File: src/rtl/core/bpfsp_pkg.sv
// Shared types, constants and helpers for the box packing free-space placer.
// Used by the space cell, the percentage divider and the top level.
// Depends on nothing else.
package bpfsp_pkg;

    localparam int DIM_BITS   = 12;
    localparam int MAX_SPACES = 64;
    localparam int IDX_W      = $clog2(MAX_SPACES);
    localparam int CNT_W      = $clog2(MAX_SPACES + 1);
    localparam int DIM2_W     = 2 * DIM_BITS;
    localparam int VOL_W      = 3 * DIM_BITS;
    localparam int VAL_W      = 32;
    localparam int BCNT_W     = 16;
    localparam int BVAL_W     = 16;
    localparam int PCT_W      = 7;
    localparam int CFG_IDX_W  = 3;
    localparam int CFG_DATA_W = 32;

    localparam logic [PCT_W-1:0] PCT_FULL = PCT_W'(100);

    // Configuration register indexes.
    localparam logic [CFG_IDX_W-1:0] CFG_LEN   = 3'd0;
    localparam logic [CFG_IDX_W-1:0] CFG_WID   = 3'd1;
    localparam logic [CFG_IDX_W-1:0] CFG_HGT   = 3'd2;
    localparam logic [CFG_IDX_W-1:0] CFG_VALUE = 3'd3;
    localparam logic [CFG_IDX_W-1:0] CFG_BOXES = 3'd4;

    // Commands broadcast to the row of space cells.
    typedef logic [2:0] op_t;
    localparam op_t OP_HOLD   = 3'd0;
    localparam op_t OP_INIT   = 3'd1;
    localparam op_t OP_ROTATE = 3'd2;
    localparam op_t OP_DELETE = 3'd3;
    localparam op_t OP_INSERT = 3'd4;

    typedef logic [DIM_BITS-1:0] dim_t;

    typedef struct packed {
        dim_t z;
        dim_t y;
        dim_t x;
    } pt_t;

    typedef struct packed {
        logic valid;
        pt_t  org;
        pt_t  ext;
    } space_t;

    typedef struct packed {
        op_t              op;
        logic [IDX_W-1:0] idx;
        space_t           item;
    } cell_cmd_t;

    typedef struct packed {
        logic              first_of_order;
        dim_t              dim_a;
        dim_t              dim_b;
        dim_t              dim_c;
        logic [VOL_W-1:0]  box_volume;
        logic [BVAL_W-1:0] box_value;
        logic [2:0]        rotation;
    } box_word_t;

    typedef struct packed {
        logic              placed;
        logic              halted;
        dim_t              pos_x;
        dim_t              pos_y;
        dim_t              pos_z;
        dim_t              placed_len;
        dim_t              placed_wid;
        dim_t              placed_hgt;
        logic [BCNT_W-1:0] box_count;
        logic [PCT_W-1:0]  volume_pct;
        logic [PCT_W-1:0]  count_pct;
        logic [PCT_W-1:0]  value_pct;
    } result_word_t;

    // Sort key: length first, then height, then width.
    function automatic logic sorts_before(pt_t a, pt_t b);
        logic r;
        if (a.x != b.x) r = a.x < b.x;
        else if (a.z != b.z) r = a.z < b.z;
        else r = a.y < b.y;
        return r;
    endfunction

endpackage

File: src/rtl/core/bpfsp_div.sv
// Percentage unit: min(100, num * 100 / den), 100 when den is zero.
// Restoring division, one quotient bit per cycle; a result that saturates at 100
// skips the division steps. Depends on bpfsp_pkg.
module bpfsp_div
    import bpfsp_pkg::*;
(
    input  logic             clk,
    input  logic             rst_n,
    input  logic             start,
    input  logic [VOL_W-1:0] num,
    input  logic [VOL_W-1:0] den,
    output logic             done,
    output logic [PCT_W-1:0] quo
);

    localparam int QW = VOL_W + PCT_W;
    localparam logic [1:0] PH_IDLE = 2'd0;
    localparam logic [1:0] PH_CHK  = 2'd1;
    localparam logic [1:0] PH_STEP = 2'd2;

    logic [1:0]       ph_reg,   ph_next;
    logic [QW-1:0]    rem_reg,  rem_next;
    logic [QW-1:0]    hund_reg, hund_next;
    logic [VOL_W-1:0] den_reg,  den_next;
    logic [PCT_W-1:0] quo_reg,  quo_next;
    logic [2:0]       step_reg, step_next;
    logic             done_reg, done_next;
    logic [QW-1:0]    num_w, den_w, trial;

    assign num_w = QW'(num);
    assign den_w = QW'(den);
    assign trial = QW'(den_reg) << step_reg;
    assign done  = done_reg;
    assign quo   = quo_reg;

    always_comb
    begin
        ph_next   = ph_reg;
        rem_next  = rem_reg;
        hund_next = hund_reg;
        den_next  = den_reg;
        quo_next  = quo_reg;
        step_next = step_reg;
        done_next = 1'b0;
        unique case (ph_reg)
            PH_IDLE:
            begin
                if (start)
                begin
                    // Times 100 as 64 + 32 + 4.
                    rem_next  = (num_w << 6) + (num_w << 5) + (num_w << 2);
                    hund_next = (den_w << 6) + (den_w << 5) + (den_w << 2);
                    den_next  = den;
                    ph_next   = PH_CHK;
                end
            end
            PH_CHK:
            begin
                if (den_reg == '0 || rem_reg >= hund_reg)
                begin
                    quo_next  = PCT_FULL;
                    done_next = 1'b1;
                    ph_next   = PH_IDLE;
                end
                else
                begin
                    quo_next  = '0;
                    step_next = 3'(PCT_W - 1);
                    ph_next   = PH_STEP;
                end
            end
            PH_STEP:
            begin
                if (rem_reg >= trial)
                begin
                    rem_next           = rem_reg - trial;
                    quo_next[step_reg] = 1'b1;
                end
                if (step_reg == '0)
                begin
                    done_next = 1'b1;
                    ph_next   = PH_IDLE;
                end
                else step_next = step_reg - 3'd1;
            end
            default: ph_next = PH_IDLE;
        endcase
    end

    always_ff @(posedge clk or negedge rst_n)
    begin
        if (!rst_n)
        begin
            ph_reg   <= PH_IDLE;
            done_reg <= 1'b0;
        end
        else
        begin
            ph_reg   <= ph_next;
            done_reg <= done_next;
        end
    end

    always_ff @(posedge clk)
    begin
        rem_reg  <= rem_next;
        hund_reg <= hund_next;
        den_reg  <= den_next;
        quo_reg  <= quo_next;
        step_reg <= step_next;
    end

endmodule

File: config.mk
export PLATFORM = sky130hd
export DESIGN_NAME = bpfsp_div
export DESIGN_NICKNAME = d
export VERILOG_FILES = /design/src/rtl/core/bpfsp_pkg.sv /design/src/rtl/core/bpfsp_div.sv
export SDC_FILE = /design/constraint.sdc
export NUM_CORES = 1
export LEC_CHECK = 0
export BUFFER_PORTS_ARGS = -buffer_cell sky130_fd_sc_hd__buf_4
export CAP_MARGIN = 20
export CORE_MARGIN = 5
export CORE_UTILIZATION = 45
export DETAILED_ROUTE_END_ITERATION = 7
export GPL_TIMING_DRIVEN = 0
export PLACE_DENSITY = 0.65
export RECOVER_POWER = 100
export SYNTH_ARGS = -nofsm -noshare
export SYNTH_HDL_FRONTEND = slang
export SYNTH_SLANG_ARGS = --single-unit
File: constraint.sdc
create_clock -name clk -period 7.62 [get_ports clk]
set_clock_uncertainty 0.1 [all_clocks]
set_input_delay 1.524 -clock clk [delete_from_list [all_inputs] [get_ports clk]]
set_output_delay 1.524 -clock clk [all_outputs]
set_load 0.03 [all_outputs]
==> impl_metrics.yaml <==
cts:
  cts_max_path_buffers: 2
  cts_max_level: 4
  path_clk_slew_ns: 0.06
  cts_sinks: 130
  cts_hold_buf: 0
  cts_root_buf: "clkbuf_16"
  post-cts-setup-buffers: 0
  cts_resized: 0
  cts_tree: "done"
  cts_buffers: 17
  insertion_delay_ns: 0.44
critical_path:
  cp.arrival_ns: 6.26
  worstSetupStartpointType: "register"
  slowest_stage: "nor2_2"
  critical_path_class: "register to register"
  slowest_delay_ns: 1.04
  critPathRequiredTime_ns: 7.66
  crit_path_end_kind: "register"
  cp_cell_sequence: "clkbuf_1 > clkbuf_1 > mux2i_1 > mux2i_1 > mux2i_1 > ha_1 > clkbuf_1 > and4_1 > and2_1 > o2111ai_1 > and3_1 > a21oi_1 > o221ai_1 > o31a_1 > nor2_2 > buf_16"
  cp_max_fo: 23
place:
  placed_area_mm2: 0.0160
  place.gp.congestion: 0.900
  port_buffers: 82
  hpwlAfterDp_mm: 33.8
  dp.cells: 2054
run_status:
  violations: "max-capacitance violations, max-slew violations"
  status: "complete, but fails checks"
detailed_routing:
  route.detailed.drc: 0
  dr_wl_met2_mm: 19.9
  drtPass1Iterations: 5
  via_count: 12400
  final_antenna_net_count: 0
  routed_wl_mm: 41.6
  wl_met3_mm: 2.16
  drtIter0Drc: 961
  dr.max_layer_used: "met4"
  wl_met1_mm: 18.3
  avgViaCountPerCell: 5.94
  wl_per_cell_um: 19.9
yosys:
  synth_nets: 1840
  async_flop_share_pct: 2.31
  yosysWarningCount: 0
  synth-edff-count: 127
  synthCells: 1528
  synth_top_area_cell: "edfxtp_1"
  yosysMostFrequentCell: "ha_1"
  synth.distinct_cells: 81
  syn_area_per_cell_um2: 9.67
  synth_flop_cell: "edfxtp_1"
  synth_seq_cells: 130
  syn_area_mm2: 0.0148
  synth_top_cell_area_share_pct: 25.8
  yosys-top-cells-area: "edfxtp_1 (26%), ha_1 (14%), fa_1 (9.1%), a21oi_1 (5.0%), mux4_2 (4.0%)"
  seq_area_frac_synth_pct: 26.3
  synth_common_cells: "ha_1 (170), a21oi_1 (148), edfxtp_1 (127)"
pwr:
  p_sw_mw: 3.21
  p_int_mw: 3.31
  ir_worst_vdd_uv: 293
  switching_share_pct: 49.2
  total_power_mw: 6.52
  powerDensity_mw_per_mm2: 400
  p_comb_share_pct: 66.2
  seqPwrFrac_pct: 21.6
  clockPowerShare_pct: 12.2
  p_leak_nw: 6.91
cells_and_area:
  final_nets: 1943
  stdcell_count: 2086
  finalInstanceArea_mm2: 0.0163
  syn2layout_area_growth_pct: 10.3
  largest_reg_flops: 43
  drive_gt1_share_pct: 7.18
  insertedDiodeCount: 0
  post-route-util_pct: 50.2
global_route:
  overflow: 0
  grt_max_degree: 75
  grt_pass1_vias: 12100
  track_usage_pct: 22.8
  grt_pass1_wl_mm: 65.6
  grt_antenna_before_repair: 0
die:
  die_area_mm2: 0.0365
  initial_core_util_pct: 45.5
  core_area_mm2: 0.0325
  pin_count: 83
  rows: 66
  die_h_um: 191
  die_w_um: 191
run:
  maxCapViolations: 1
sta:
  final_hold_viol_count: 0
  max-slew-margin-rel_pct: -158
  setup_viol: 0
  period_needed_ns: 6.22
  max_freq_mhz: 161
  post-route-period-util_pct: 81.6
  rsz0062_at_grt: "no"
  setup_tns_ns: 0
  slew_viol_final: 75
  worst_pin_slew_ns: 3.86
hold_path:
  hp-class: "register to register"
## power groups by stage
stage | combinational, mW | sequential, mW | clock (mW)
finish | 4.32 | 1.41 | 0.798
global route | 4.78 | 1.43 | 0.846
CTS | 4.36 | 1.39 | 0.812
detailed placement | 4.32 | 1.40 | 0
global placement | 4.26 | 1.42 | 0
floorplan | 3.22 | 1.33 | 0
## cells by family (layout without fill, tap and decap cells)
group | after synthesis | after routing | synth area share [%]
compound gates | 463 | 463 | 20.5
xor+xnor | 100 | 100 | 5.93
fa+ha+maj | 237 | 237 | 23.5
buf+inv | 148 | 264 | 3.83
flops | 130 | 130 | 26.3
mux | 79 | 79 | 7.61
simple gates | 371 | 371 | 12.3
## per-layer routing
layer  vias to the layer above  track usage, %
met2                       342            38.1
met4                         0            7.13
met5                         -               0
li1                       5945               -
met3                        67            4.31
met1                      6033            30.1
## worst paths after layout
| kind | start | end | cells past startpoint | slack [ns] |
|---|---|---|---|---|
| max | step_reg[1] | rem_reg[4] | 16 | 1.40 |
| min | ph_reg[1] | ph_reg[1] | 2 | 0.44 |
| max reg2reg | step_reg[1] | rem_reg[4] | 16 | 1.40 |
| min reg2reg | ph_reg[1] | ph_reg[1] | 2 | 0.44 |
| max in group asynchronous | rst_n | done | 1 | 6.48 |
| min in group asynchronous | rst_n | ph_reg[1] | 1 | 0.79 |
## layout make-up
class | count | area [um2]
multi-input cells | 1250 | 10200
inverters | 91 | 342
repair buffers | 84 | 474
well taps | 442 | 553
plain buffers | 57 | 223
clock buffers | 17 | 425
flip-flops and latches | 130 | 3890
clock inverters | 15 | 136
fillers | 3162 | 16200
## stage by stage
step | hold WS [ns] | setup WS (ns)
finish | 0.441 | 1.40
global placement | 0.406 | -0.175
CTS | 0.438 | 1.83
floorplan | 0.374 | 1.84
global route | 0.490 | 0.871
detailed placement | 0.422 | 1.87
## cell usage in the layout (no fill, tap or decap), drive strengths merged, types with 7 or more instances in the layout
cell,netlist,routed
mux4,26,26
nand2,101,101
nand3,27,27
or3,7,7
nand4,35,35
a21o,75,75
nand2b,12,12
clkbuf,44,112
nor3,24,24
a221oi,7,7
o211ai,16,16
nor2,100,100
xnor2,62,62
a31oi,24,24
xor2,38,38
buf,13,46
o21bai,16,16
and2,12,12
o21ai,82,82
and3,13,13
inv,90,93
mux2i,47,47
edfxtp,127,127
fa,67,67
a211oi,19,19
o21a,17,17
o31a,7,7
a21oi,148,148
clkinv,1,9
nor4,15,15
nor2b,11,11
o31ai,9,9
ha,170,170
## worst max-delay path, delay by kind of cell, from the launching register on
kind | cells | cell delay (ns)
AO/OA/AOI/OAI | 4 | 0.96
flip-flops | 1 | 0.37
multiplexers | 3 | 0.76
AND/OR/NAND/NOR | 4 | 1.80
buffers and inverters | 4 | 1.73
adder cells (fa/ha/maj) | 1 | 0.18
Power figures use the tool's default switching activity.
