===== src/rtl/core/bpfsp_pkg.sv =====
// Shared types, constants and helpers for the box packing free-space placer.
// Used by the space cell, the percentage divider and the top level.
// Depends on nothing else.
package bpfsp_pkg;

    localparam int DIM_BITS   = 12;
    localparam int MAX_SPACES = 64;
    localparam int IDX_W      = $clog2(MAX_SPACES);
    localparam int CNT_W      = $clog2(MAX_SPACES + 1);
    localparam int DIM2_W     = 2 * DIM_BITS;
    localparam int VOL_W      = 3 * DIM_BITS;
    localparam int VAL_W      = 32;
    localparam int BCNT_W     = 16;
    localparam int BVAL_W     = 16;
    localparam int PCT_W      = 7;
    localparam int CFG_IDX_W  = 3;
    localparam int CFG_DATA_W = 32;

    localparam logic [PCT_W-1:0] PCT_FULL = PCT_W'(100);

    // Configuration register indexes.
    localparam logic [CFG_IDX_W-1:0] CFG_LEN   = 3'd0;
    localparam logic [CFG_IDX_W-1:0] CFG_WID   = 3'd1;
    localparam logic [CFG_IDX_W-1:0] CFG_HGT   = 3'd2;
    localparam logic [CFG_IDX_W-1:0] CFG_VALUE = 3'd3;
    localparam logic [CFG_IDX_W-1:0] CFG_BOXES = 3'd4;

    // Commands broadcast to the row of space cells.
    typedef logic [2:0] op_t;
    localparam op_t OP_HOLD   = 3'd0;
    localparam op_t OP_INIT   = 3'd1;
    localparam op_t OP_ROTATE = 3'd2;
    localparam op_t OP_DELETE = 3'd3;
    localparam op_t OP_INSERT = 3'd4;

    typedef logic [DIM_BITS-1:0] dim_t;

    typedef struct packed {
        dim_t z;
        dim_t y;
        dim_t x;
    } pt_t;

    typedef struct packed {
        logic valid;
        pt_t  org;
        pt_t  ext;
    } space_t;

    typedef struct packed {
        op_t              op;
        logic [IDX_W-1:0] idx;
        space_t           item;
    } cell_cmd_t;

    typedef struct packed {
        logic              first_of_order;
        dim_t              dim_a;
        dim_t              dim_b;
        dim_t              dim_c;
        logic [VOL_W-1:0]  box_volume;
        logic [BVAL_W-1:0] box_value;
        logic [2:0]        rotation;
    } box_word_t;

    typedef struct packed {
        logic              placed;
        logic              halted;
        dim_t              pos_x;
        dim_t              pos_y;
        dim_t              pos_z;
        dim_t              placed_len;
        dim_t              placed_wid;
        dim_t              placed_hgt;
        logic [BCNT_W-1:0] box_count;
        logic [PCT_W-1:0]  volume_pct;
        logic [PCT_W-1:0]  count_pct;
        logic [PCT_W-1:0]  value_pct;
    } result_word_t;

    // Sort key: length first, then height, then width.
    function automatic logic sorts_before(pt_t a, pt_t b);
        logic r;
        if (a.x != b.x) r = a.x < b.x;
        else if (a.z != b.z) r = a.z < b.z;
        else r = a.y < b.y;
        return r;
    endfunction

endpackage


===== src/rtl/core/bpfsp_cell.sv =====
// One slot of the sorted free-space list.
// Rotates, deletes and inserts together with its neighbors under a broadcast command.
// Depends on bpfsp_pkg.
module bpfsp_cell
    import bpfsp_pkg::*;
(
    input  logic             clk,
    input  logic             rst_n,
    input  cell_cmd_t        cmd,
    input  logic [IDX_W-1:0] slot,
    input  space_t           left,
    input  logic             left_open,
    input  space_t           right,
    output space_t           entry,
    output logic             open
);

    space_t entry_reg;
    space_t entry_next;

    // A slot is open for the new space when it is empty or holds a larger key.
    // The list is sorted, so the first open slot takes the new space and the
    // slots after it take their left neighbor.
    assign open  = !entry_reg.valid || sorts_before(cmd.item.ext, entry_reg.ext);
    assign entry = entry_reg;

    always_comb
    begin
        entry_next = entry_reg;
        unique case (cmd.op)
            OP_INIT:
            begin
                if (slot == '0) entry_next = cmd.item;
                else entry_next.valid = 1'b0;
            end
            OP_ROTATE: entry_next = right;
            OP_DELETE:
            begin
                if (slot >= cmd.idx) entry_next = right;
            end
            OP_INSERT:
            begin
                if (open) entry_next = left_open ? left : cmd.item;
            end
            default: entry_next = entry_reg;
        endcase
    end

    always_ff @(posedge clk or negedge rst_n)
    begin
        if (!rst_n) entry_reg <= '0;
        else entry_reg <= entry_next;
    end

endmodule


===== config.mk =====
export PLATFORM = sky130hd
export DESIGN_NAME = bpfsp_cell
export DESIGN_NICKNAME = d
export VERILOG_FILES = /design/src/rtl/core/bpfsp_pkg.sv /design/src/rtl/core/bpfsp_cell.sv
export SDC_FILE = /design/constraint.sdc
export NUM_CORES = 1
export LEC_CHECK = 0
export BUFFER_PORTS_ARGS = -buffer_cell sky130_fd_sc_hd__buf_2
export CAP_MARGIN = 25
export CORE_ASPECT_RATIO = 0.7
export CORE_MARGIN = 3
export CORE_UTILIZATION = 46
export DETAILED_ROUTE_END_ITERATION = 8
export GPL_TIMING_DRIVEN = 0
export PLACE_DENSITY = 0.87
export SYNTH_ARGS = -nofsm -noshare
export SYNTH_HDL_FRONTEND = slang
export SYNTH_SLANG_ARGS = --single-unit
export TNS_END_PERCENT = 1

===== constraint.sdc =====
create_clock -name clk -period 3.1 [get_ports clk]
set_input_delay 0.31 -clock clk [delete_from_list [all_inputs] [get_ports clk]]
set_output_delay 0.31 -clock clk [all_outputs]
set_load 0.05 [all_outputs]

==> summary by stage, run 1 <==
Outcome
The flow ran to the end, and the final reports show no timing, DRC or antenna violations.

Clock tree
The longest clock path from root to sink contains 2 buffers. The TritonCTS clock tree is built. CTS placed an instance of sky130_fd_sc_hd__clkbuf_16 at the clock tree root. The H-tree generated during clock tree synthesis spans 3 levels. The clock drives 73 sinks. The number of buffers inserted during clock tree synthesis is 9. The clock network latency to the later pin of the worst-skew pair is 0.33 ns.

After clock tree synthesis, the clock-pin slew on the worst setup and hold paths is 0.06 ns.

GRT
The met1 track demand over resource is 36.7%. The total routing resource utilization after global routing is 27.5%. For this run, global-route usage on met2 was measured as 44.9%. The number of global-route vias before repair is 5967. For this run, global-route usage on met3 was measured as 8.27%. The first-pass GRT wire length is 30900 um. The initial antenna violation count was 4.

met2 is the most crowded layer. The total overflow left after global routing is 0. The pin count of the biggest net entering global routing is 40.

Final layout
The number of nets at the end of the flow is 1188. Of the cells placed in the final design, the portion with a size suffix greater than 1 is 46.9%. The library cell used most frequently in the layout, excluding fill and tap cells, is sky130_fd_sc_hd__buf_2. The final core utilization is 66.1%. Once layout is complete, the cells apart from fillers number 1073. In the layout the commonest cells are 310 x sky130_fd_sc_hd__buf_2, 82 x sky130_fd_sc_hd__nor2_1, 73 x sky130_fd_sc_hd__dfrtp_1, 72 x sky130_fd_sc_hd__a22o_1, 72 x sky130_fd_sc_hd__a211oi_1.

The register with the most flip-flops in the layout has 73 of them. The cell area after layout is 7860 um^2. The area growth from synthesis to layout is 37.7%.

STA
The final count of pins violating max slew came to 0. The worst hold margin is 0.324 ns. The final worst setup slack is 0.194 ns.

The final number of setup-violating endpoints is 0. The relative slew slack is 45.0%. The final worst clock skew is 0.00688 ns.

The highest clock rate is 344 MHz. At the pin with the least slew margin, the transition time is 0.825 ns. The post-layout minimum cycle time is 2.91 ns.

In the finished design, the share of the clock period the worst path needs comes to 93.7%. The count of endpoints failing hold in the final timing report was 0.

Pwr
VDD sags by at most 430 uV. Power spread over the standard cell area amounts to 597 nW/um^2. The analysis attributes to cell leakage a power of 3.76 nW.

Setup path
The count of cells along the worst register-to-register path is 10. Data arrives at the worst endpoint at 2.60 ns. In this run the critical register-to-register path is launched from entry[11]$_DFFE_PN0P_. The startpoint kind of the worst setup timing path is a flop. In this run the register-to-register setup slack is 0.21 ns. The critical path is of the reg2out type. The maximum fanout encountered on the critical timing path is 3. For the worst setup path, the data required time is 2.79 ns. The capturing element type of the critical path is an output port. The end of the worst register-to-register path is entry[62]$_DFFE_PN0P_.

Place
Before CTS, the worst setup slack after placement is 0.0229 ns. The total instance count after detailed placement is 1053. The total of buffers placed on input and output ports is 310. The routability-driven placement congestion ratio is 0.936. Detailed placement finished with a half-perimeter wire length of 15800 um. The post-place instance area is 7490 um^2.

Die
The die is 99.2 um tall. The initial standard-cell utilization of the core is 48.0%. The floorplan step defined a die boundary enclosing 13800 um^2. The core area is 11900 um^2. The number of rows in the core area is 33.

For this design the top-level I/O count stands at 311. The floorplan step set the die width to 139 um.

Synthesis
The total standard cell area after synthesis is 5710 um^2. The number of enable-type register cells in the synthesized netlist is 0. The number of distinct library cells after synthesis is 46. The synthesized area divided by synthesized cell count is 9.77 um^2. The cell count after synthesis came out at 584. The sequential-to-total area share from yosys stat is 32.0%. After synthesis, the share of flip-flops with an asynchronous set or reset is 100%. In the post-synthesis netlist, the biggest area contributors are sky130_fd_sc_hd__dfrtp_1 32%, sky130_fd_sc_hd__a22oi_2 15%, sky130_fd_sc_hd__a22o_1 11%, sky130_fd_sc_hd__a211oi_1 9.5%, sky130_fd_sc_hd__ha_1 9.0%. Counting every net in the synthesized netlist gives 862. The area share of the largest cell type after synthesis is 32.0%.

The dominant synthesized flop cell is sky130_fd_sc_hd__dfrtp_1. After synthesis the netlist holds a flip-flop and latch count of 73. The largest total area in the synthesized netlist belongs to sky130_fd_sc_hd__dfrtp_1.

Yosys printed 0 warnings.

Worst hold path
The min-delay analysis places its worst path in the category in2reg. Counting instances, the worst hold path has a depth of 3. The hold path startpoint is cmd[63]. The endpoint of the worst hold-timing path is entry[63]$_DFFE_PN0P_.

Routing
After detailed routing, the number of remaining DRC violations is 0. After detailed routing, the total wire length is 20100 um. Detailed routing inserted a total of 6134 vias. In the final routed layout, each cell accounts on average for 18.7 um. The number of vias per cell is 5.72. For this block, the initial DRC count from the detailed router was 319. The remaining antenna violation count is 0. The first detailed-routing pass took 4 iterations.

Job
The number of maximum-capacitance constraint violations is 0.
-- critical path: stages (launching register included) --
cell                        delay (ns)
sky130_fd_sc_hd__dfrtp_1          0.40
sky130_fd_sc_hd__inv_1            0.06
sky130_fd_sc_hd__ha_1             0.28
sky130_fd_sc_hd__and4_1           0.25
sky130_fd_sc_hd__a2111oi_2        0.40
sky130_fd_sc_hd__o2111ai_1        0.19
sky130_fd_sc_hd__a31oi_2          0.26
sky130_fd_sc_hd__nor3_1           0.13
sky130_fd_sc_hd__inv_1            0.08
sky130_fd_sc_hd__clkbuf_4         0.22
-- power by group --
group	switching [mW]	leakage, nW	internal [mW]	total (mW)
Clock	0.407	0.145	0.606	1.01
Combinational	1.60	2.81	0.740	2.34
Sequential	0.161	0.807	1.18	1.34
Total	2.17	3.76	2.52	4.69
-- cells by family after synthesis --
family | count (synthesis) | share of synthesized area, %
compound gates | 256 | 41.6
simple gates | 114 | 8.79
buf+inv | 99 | 8.40
flops | 73 | 32.0
fa+ha+maj | 41 | 8.99
mux | 1 | 0.197
-- routing by layer --
layer,vias to the layer above,routed length [um]
met5,-,32
met4,4,279
li1,2911,-
met1,2926,8590
met3,23,1640
met2,270,9530
-- cells in the mapped netlist (3+ instances only) --
master	number
sky130_fd_sc_hd__nand3_1	5
sky130_fd_sc_hd__o21ai_0	3
sky130_fd_sc_hd__nand4_1	6
sky130_fd_sc_hd__a211oi_1	72
sky130_fd_sc_hd__dfrtp_1	73
sky130_fd_sc_hd__buf_6	14
sky130_fd_sc_hd__a22oi_2	70
sky130_fd_sc_hd__nor2_1	82
sky130_fd_sc_hd__inv_1	47
sky130_fd_sc_hd__a21o_1	5
sky130_fd_sc_hd__nor3_1	3
sky130_fd_sc_hd__nand2_1	6
sky130_fd_sc_hd__a21oi_1	12
sky130_fd_sc_hd__clkbuf_1	36
sky130_fd_sc_hd__a22o_1	72
sky130_fd_sc_hd__ha_1	41
-- cell type report --
class,count,area [um^2]
multi-input cells,412,3450
repair buffers,315,1610
inverters,47,176
fillers,979,4030
diodes,1,2.50
plain buffers,52,303
flip-flops and latches,73,1830
clock inverters,4,26.3
well taps,157,196
clock buffers,12,267
-- through the flow --
stage	power, mW	TNS (ns)
floorplan	2.98	0
global placement	3.60	0
detailed placement	3.65	0
CTS	4.69	0
global route	4.93	-0.0585
finish	4.69	0
-- worst max-delay path by stage --
| stage | startpoint | to | cells past startpoint |
|---|---|---|---|
| after floorplan | entry[35]$_DFFE_PN0P_ | entry[0]$_DFFE_PN0P_ | 9 |
| after global placement | cmd[35] | entry[3]$_DFFE_PN0P_ | 9 |
| after detailed placement | entry[11]$_DFFE_PN0P_ | entry[0]$_DFFE_PN0P_ | 10 |
| after CTS | entry[11]$_DFFE_PN0P_ | open | 9 |
| after global routing | entry[11]$_DFFE_PN0P_ | open | 9 |
| final | entry[23]$_DFFE_PN0P_ | open | 9 |
-- what timing repair did --
item,4_1_cts,5_1_grt
pin swaps,0,2
buffers inserted,0,1
endpoints found under the setup margin,1,1
hold buffers,1,0
hold endpoints to repair,34,0
gates resized for setup,2,6
No activity file was read; power rests on OpenSTA's default activity.
==> run 2: changes to the inputs <==
--- a/config.mk
+++ b/config.mk
@@ -7,5 +7,5 @@
 export LEC_CHECK = 0
 export BUFFER_PORTS_ARGS = -buffer_cell sky130_fd_sc_hd__buf_2
-export CAP_MARGIN = 25
+export CAP_MARGIN = 20
 export CORE_ASPECT_RATIO = 0.7
 export CORE_MARGIN = 3
@@ -14,4 +14,5 @@
 export GPL_TIMING_DRIVEN = 0
 export PLACE_DENSITY = 0.87
+export SLEW_MARGIN = 20
 export SYNTH_ARGS = -nofsm -noshare
 export SYNTH_HDL_FRONTEND = slang
==> constraint.sdc (replaced) <==
create_clock -name clk -period 3.1 [get_ports clk]
set_input_delay 0.155 -clock clk [delete_from_list [all_inputs] [get_ports clk]]
set_output_delay 0.155 -clock clk [all_outputs]
set_load 0.05 [all_outputs]
==> summary by stage, run 2 (synthesized netlist as in run 1, its figures left out) <==
STA
The relative slew slack is 21.7%. The worst path in the final design needs a cycle of 2.91 ns, including I/O delays and setup. The count of endpoints failing hold in the final timing report is 0. The final count of pins violating max slew is 0.

The worst hold margin is 0.172 ns. At the pin with the least slew margin, the transition time is 1.17 ns. The final number of setup-violating endpoints is 0. The post-route fraction of the period consumed by the critical path is 93.8%. Timing would allow up to 344 MHz. The final worst setup slack is 0.192 ns.

For the final database, setup skew stands at 0.00825 ns.

Setup path
The worst reg2reg path startpoint is entry[11]$_DFFE_PN0P_. The delay of the slowest critical-path stage is 0.45 ns. The most numerous cell type found on the critical path is sky130_fd_sc_hd__inv_1. The worst register-to-register path ends at entry[0]$_DFFE_PN0P_. For the worst setup path, the data arrival time is 2.75 ns.

The startpoint kind of the worst setup timing path is a flop. The maximum fanout encountered on the critical timing path is 3. The slowest stage of the critical path belongs to the cell sky130_fd_sc_hd__o41ai_4. The count of cells along the worst register-to-register path is 10.

Broken down by cell family, the worst path's largest delay share belongs to simple AND/OR/NAND/NOR gates. The data required time of the worst path is 2.94 ns. The setup check on the worst reg-to-reg path leaves a slack of 0.20 ns. The number of buffers and inverters on the critical path is 3. The category of the critical setup timing path is reg2out. STA classifies the critical path endpoint as an output port. The critical path goes through inv_1 -> ha_1 -> nand4_1 -> nor3_4 -> nand2_1 -> o41ai_4 -> nor3_1 -> inv_1 -> buf_2.

Final layout
The finished layout holds 1070 standard cells, fillers aside. The final-layout fill cell count is 957. The number of nets at the end of the flow is 1185. The most common library cell in the layout ignoring fill and taps is sky130_fd_sc_hd__buf_2. Relative to the synthesized area, the layout overhead comes to 37.5%. The fraction of final layout cells sized beyond drive strength 1 is 46.6%. For this run, the share of the core covered by cells in the final layout is 66.0%. Once layout is done, the placed cells without fillers occupy 7850 um^2. The library cells used most frequently in the layout, excluding fill and tap cells, are 311 x sky130_fd_sc_hd__buf_2, 82 x sky130_fd_sc_hd__nor2_1, 73 x sky130_fd_sc_hd__dfrtp_1, 72 x sky130_fd_sc_hd__a22o_1, 72 x sky130_fd_sc_hd__a211oi_1. The register with the most flip-flops in the layout has 73 of them.

Routing
After detailed routing, the average wire length per cell comes to 18.8 um. The routed via count is 6179. The number of vias per cell is 5.77. Once detail routing completed, the nets flagged for antenna violations numbered 0. The first-pass iteration count of the detailed router is 5. The DRC violation count after routing is 0. For this block, the initial DRC count from the detailed router was 247. For this block, the routed nets add up to 20100 um of wire.

Die
The core area is 11900 um^2. The number of top-level design ports is 311. The die is 139 um wide.

In this run the core area contains 33 standard-cell rows. The die extent in y is 99.2 um. The floorplan step defined a die boundary enclosing 13800 um^2.

The initial utilization of the core area, before any placement, comes to 48.0%.

Pwr
The switching fraction of total power is 45.7%. The worst supply voltage drop on vdd is 430 uV. The leakage power total is 3.75 nW. The share of total power in combinational logic is 49.2%. The net switching component of the power is 2.17 mW. The cell-internal power is 2.58 mW. The power per cell area is 606 nW/um^2. The clock share of power is 22.7%. The sequential share of power is 28.1%.

Place
After detailed placement, the design holds a cell count of 1052. After legalization and detailed placement, the total HPWL measured 15700 um. In this run the tool buffered the top-level ports with 310 buffer cells.

The routability-driven placement congestion ratio is 0.936. At the placement stage, the worst setup path has a slack of -0.0475 ns. The post-place instance area is 7480 um^2.

GRT
The pin count of the biggest net entering global routing is 40. Summed over all layers, the global routing overflow is 0. The first global-routing pass estimated 30700 um of wire. The number of global-route vias before repair is 5965. Across every metal layer, demand over resource in global routing totals 27.4%. The initial antenna violation count is 4.

Worst hold path
Along the worst hold path, the cell count comes to 3. The endpoint of the worst hold-timing path is entry[71]$_DFFE_PN0P_. The worst hold path begins at cmd[71].

The worst hold path belongs to the class in2reg.

Job
The number of maximum-capacitance constraint violations is 0.

Clock tree
The post-CTS setup-driven buffer insertion count is 0. CTS saw 73 sinks. In this run the number of H-tree levels came out at 3.

The clock network latency to the later pin of the worst-skew pair is 0.33 ns. The maximum clock insertion buffer count is 2. The number of buffers inserted during clock tree synthesis is 9. TritonCTS built the clock tree. The root cell of the clock tree is sky130_fd_sc_hd__clkbuf_16. The clock transition at the registers of the reported paths is 0.06 ns.

Outcome
The flow ran to the end, and the final reports show no timing, DRC or antenna violations.
[run 2: cell types whose count changed in the layout (fill, tap and decap cells not counted)]
cell                         before  now
sky130_fd_sc_hd__a2111oi_1        0    1
sky130_fd_sc_hd__buf_6           15   14
sky130_fd_sc_hd__buf_4            3    1
sky130_fd_sc_hd__clkinvlp_4       1    0
sky130_fd_sc_hd__clkbuf_4         1    0
sky130_fd_sc_hd__bufinv_16        0    1
sky130_fd_sc_hd__a2111oi_2        1    0
sky130_fd_sc_hd__buf_2          310  311
sky130_fd_sc_hd__o31ai_4          0    1
sky130_fd_sc_hd__o31ai_2          1    0
sky130_fd_sc_hd__clkbuf_8         3    2
sky130_fd_sc_hd__clkinv_2         2    3
[run 2: power by group through the flow]
stage	Clock [mW]	Combinational [mW]	Sequential, mW
3_5_place_dp	0	2.31	1.34
6_report	1.08	2.34	1.34
2_1_floorplan	0	0.863	2.11
4_1_cts	1.09	2.32	1.33
3_3_place_gp	0	2.27	1.34
5_1_grt	1.13	2.50	1.37
[run 2: metal layers]
metal	GRT usage (%)	routed length, um
met5	0	47
met4	6.02	308
met3	7.93	1700
met2	44.3	9540
met1	36.7	8530
[run 2: worst max-delay path by stage]
stage / start / end / cells after the start
3_5_place_dp: entry[11]$_DFFE_PN0P_ / entry[0]$_DFFE_PN0P_ / 10
3_3_place_gp: entry[11]$_DFFE_PN0P_ / entry[3]$_DFFE_PN0P_ / 9
2_1_floorplan: entry[35]$_DFFE_PN0P_ / entry[0]$_DFFE_PN0P_ / 9
6_report: entry[11]$_DFFE_PN0P_ / open / 9
4_1_cts: entry[23]$_DFFE_PN0P_ / open / 9
5_1_grt: entry[11]$_DFFE_PN0P_ / open / 9
[run 2: worst register-to-register path: stages, from the launching register on]
cell,delay (ns)
sky130_fd_sc_hd__dfrtp_1,0.40
sky130_fd_sc_hd__inv_1,0.06
sky130_fd_sc_hd__ha_1,0.34
sky130_fd_sc_hd__nand4_1,0.24
sky130_fd_sc_hd__nor3_4,0.31
sky130_fd_sc_hd__nand2_1,0.13
sky130_fd_sc_hd__o41ai_4,0.45
sky130_fd_sc_hd__or4_1,0.17
sky130_fd_sc_hd__buf_2,0.33
sky130_fd_sc_hd__buf_6,0.23
sky130_fd_sc_hd__a22oi_2,0.10
[run 2: cell type report]
type                       instances  area, um^2  share of cell area [%]
multi-input combinational        412        3450                    44.0
tap                              157         196                    2.50
inverter                          47         176                    2.25
antenna                            1        2.50                  0.0319
clock inverter                     5        53.8                   0.686
sequential                        73        1830                    23.3
clock buffer                      11         253                    3.22
timing repair buffer             312        1580                    20.2
buffer                            52         303                    3.86
[run 2: repair_timing]
| action | 4_1_cts | 5_1_grt |
|---|---|---|
| endpoints found under the hold margin | 34 | 0 |
| endpoints found under the setup margin | 71 | 71 |
| gates cloned | 0 | 0 |
| resized for setup | 1 | 5 |
| hold buffers | 1 | 0 |
[run 2: per-stage QoR]
| stage | power, mW | TNS, ns |
|---|---|---|
| floorplan | 2.98 | 0 |
| detailed placement | 3.66 | -1.82 |
| CTS | 4.74 | 0 |
| global placement | 3.60 | 0 |
| finish | 4.75 | 0 |
| global route | 4.99 | -0.0230 |
==> run 3: changes to the inputs <==
Settings changed: CORE_UTILIZATION 46 to 25, PLACE_DENSITY 0.87 to 0.55.
==> summary by stage, run 3 (synthesized netlist as in run 1, its figures left out) <==
Outcome
The flow ran to the end, and the final reports show no timing, DRC or antenna violations.

Worst hold path
The worst hold path terminates at entry[55]$_DFFE_PN0P_. The worst hold path passes through 3 cells. The path type of the worst min-delay path is in2reg. The hold path startpoint is cmd[55].

STA
The post-route fraction of the period consumed by the critical path is 92.6%. Across all hold checks on the routed design, the worst slack comes to 0.156 ns. Setup violations remaining at the end of the flow were counted as 0.

The final worst setup slack is 0.229 ns. Static timing analysis puts the maximum clock frequency at 348 MHz. In this run the tightest slew margin relative to its limit is 31.1%. The final count of pins violating max slew is 0. The post-layout minimum cycle time is 2.87 ns. The count of endpoints failing hold in the final timing report is 0. Setup repair after global routing left no endpoint under its margin.

Between clock sinks in the finished design, the worst skew comes to 0.0108 ns. At the pin with the least slew margin, the transition time is 1.03 ns.

Routing
Using the TritonRoute via totals, the vias-per-cell ratio works out to 4.93. The routed via count is 6008. The count of nets left with antenna violations once routing finished came out at 0. The pre-antenna-repair detailed-routing pass consisted of 6 iterations. The DRC violation count after routing is 0. For this block, the initial DRC count from the detailed router was 230.

Summed over all layers, the routed wires come to 23100 um. The detailed-route wire length per cell is 19.0 um.

Setup path
The count of cells along the worst register-to-register path is 10. The capturing element type of the critical path is an output port. Data on the critical path is required at its endpoint by 2.94 ns. The minimum setup slack among reg-to-reg paths is 0.26 ns. Of all nets on the critical path, the largest fanout is 3.

The category of the critical setup timing path is reg2out. The worst reg2reg path startpoint is entry[11]$_DFFE_PN0P_. The end of the worst register-to-register path is entry[62]$_DFFE_PN0P_. Data on the critical path arrives at its endpoint at 2.72 ns.

The startpoint kind of the worst setup timing path is a flop.

Place
The post-place instance area is 7690 um^2. Detailed placement finished with a half-perimeter wire length of 18100 um. Routability-driven placement finished with a final weighted congestion of 0.812. The pre-CTS setup slack is -0.256 ns. The total instance count after detailed placement is 1201. The count of buffers added on input and output ports is 310.

Pwr
The switching fraction of total power is 47.6%. Total power for the finished layout comes to 4.70 mW. The sequential share of power is 28.3%.

Across the VDD grid, the largest voltage drop is 348 uV. The analysis attributes to net switching a power of 2.23 mW. In this run, the combinational gates consume 50.3% of the power.

The leakage power total is 3.73 nW. The cell-internal power is 2.46 mW. Dividing total power by cell area gives a power density of 585 nW/um^2. The clock share of power is 21.4%.

Final layout
The finished cells cover 8020 um^2. The most common library cell in the layout ignoring fill and taps is sky130_fd_sc_hd__buf_2. Registers take 1830 um^2. The total inserted antenna cells is 0.

The final standard cell count with taps included and fillers excluded is 1218. The register with the most flip-flops in the layout has 73 of them. The top cell types in the final layout, fill and taps aside, are 309 x sky130_fd_sc_hd__buf_2, 81 x sky130_fd_sc_hd__nor2_1, 73 x sky130_fd_sc_hd__dfrtp_1, 72 x sky130_fd_sc_hd__a22o_1, 72 x sky130_fd_sc_hd__a211oi_1.

Relative to the synthesized area, the layout overhead comes to 40.6%. Cells with a size suffix above 1 make up 46.7% of the layout. The area of the multi-input gates is 3450 um^2. The final-layout fill cell count is 2363.

The number of nets at the end of the flow is 1186.

Clock tree
The clock transition at the registers of the reported paths is 0.07 ns. Once the clock tree was built, the setup fixing pass inserted 0 buffers. The number of buffers inserted during clock tree synthesis is 9. The TritonCTS clock tree is built. The number of H-tree levels is 3.

The clock network latency to the later pin of the worst-skew pair is 0.34 ns. The maximum clock insertion buffer count is 2. The tree is rooted in a sky130_fd_sc_hd__clkbuf_16. The clock sink count is 73.

Die
The width of the chip is 187 um. The initial standard-cell utilization of the core is 25.9%. The floorplan step defined a core boundary enclosing 22100 um^2.

The number of top-level design ports is 311. The die extent in y is 132 um. The floorplan step defined a die boundary enclosing 24700 um^2. The number of rows in the core area is 45.

GRT
Entering global routing, the biggest net connects 40 pins. For met3 alone, demand over resource in global routing was 5.00%. In this run the most used layer during global routing was met2.

The initial antenna violation count was 1. The first-pass GRT wire length is 35500 um. After global routing the overflow that remains totals 0. The total routing resource utilization after global routing is 18.2%. The number of global-route vias before repair is 6165.

For this run, global-route usage on met1 was measured as 26.2%. Global routing used 27.3% of the available met2 tracks.

Job
The number of maximum-capacitance constraint violations is 0.
==> run 3: cell types whose count changed in the layout (fill, tap and decap cells not counted), moves of 2 or more <==
cell and delta:
sky130_fd_sc_hd__clkinv_2 -2, sky130_fd_sc_hd__clkinvlp_4 +4, sky130_fd_sc_hd__clkbuf_8 -2, sky130_fd_sc_hd__buf_2 -2
==> run 3: layout make-up <==
class | count | share of cell area, %
timing repair buffer | 313 | 20.0
tap | 305 | 4.76
clock inverter | 6 | 0.546
inverter | 47 | 2.20
clock buffer | 10 | 2.85
sequential | 73 | 22.8
multi-input combinational | 412 | 43.1
buffer | 52 | 3.81
==> run 3: power by group through the flow <==
stage	sequential, mW	clock, mW	combinational [mW]
final	1.33	1.00	2.36
after global routing	1.36	1.08	2.55
after CTS	1.33	1.04	2.38
after detailed placement	1.34	0	2.36
after global placement	1.34	0	2.33
after floorplan	2.11	0	0.863
==> run 3: repair_timing <==
| item | in CTS | in global routing |
|---|---|---|
| hold buffers | 1 | 0 |
| pin swaps | 0 | 2 |
| resized for setup | 4 | 4 |
| endpoints found under the setup margin | 73 | 71 |
| hold endpoints to repair | 34 | 0 |
==> run 3: worst max-delay path, cell delays in order (launching register included) <==
cell and delay [ns]:
sky130_fd_sc_hd__dfrtp_1 0.42, sky130_fd_sc_hd__inv_1 0.06, sky130_fd_sc_hd__ha_1 0.35, sky130_fd_sc_hd__nand4_1 0.20
sky130_fd_sc_hd__nor3_4 0.31, sky130_fd_sc_hd__nand2_1 0.15, sky130_fd_sc_hd__o41ai_4 0.44, sky130_fd_sc_hd__nor3_1 0.13
sky130_fd_sc_hd__inv_1 0.08, sky130_fd_sc_hd__clkbuf_4 0.22
==> run 3: through the flow <==
step / TNS, ns / util, %
global route: 0 / 36.3
floorplan: 0 / -
finish: 0 / 36.3
detailed placement: -16.31 / 34.8
CTS: 0 / 36.2
global placement: -12.57 / 34.6
==> run 3: routing by layer <==
layer	share of wire, %	vias up
met1	46	2870
met3	8.2	15
li1	-	2894
met5	0.052	-
met4	1.1	2
met2	44	227
==> run 3: how the worst max path moves through the flow <==
| stage | cells after the start | slack (ns) | endpoint | startpoint |
|---|---|---|---|---|
| floorplan | 9 | 0.35 | entry[0]$_DFFE_PN0P_ | entry[35]$_DFFE_PN0P_ |
| global placement | 9 | -0.19 | entry[59]$_DFFE_PN0P_ | entry[11]$_DFFE_PN0P_ |
| detailed placement | 10 | -0.26 | entry[60]$_DFFE_PN0P_ | entry[11]$_DFFE_PN0P_ |
| CTS | 9 | 0.03 | open | entry[11]$_DFFE_PN0P_ |
| global route | 9 | 0.01 | open | entry[11]$_DFFE_PN0P_ |
| finish | 9 | 0.23 | open | entry[11]$_DFFE_PN0P_ |
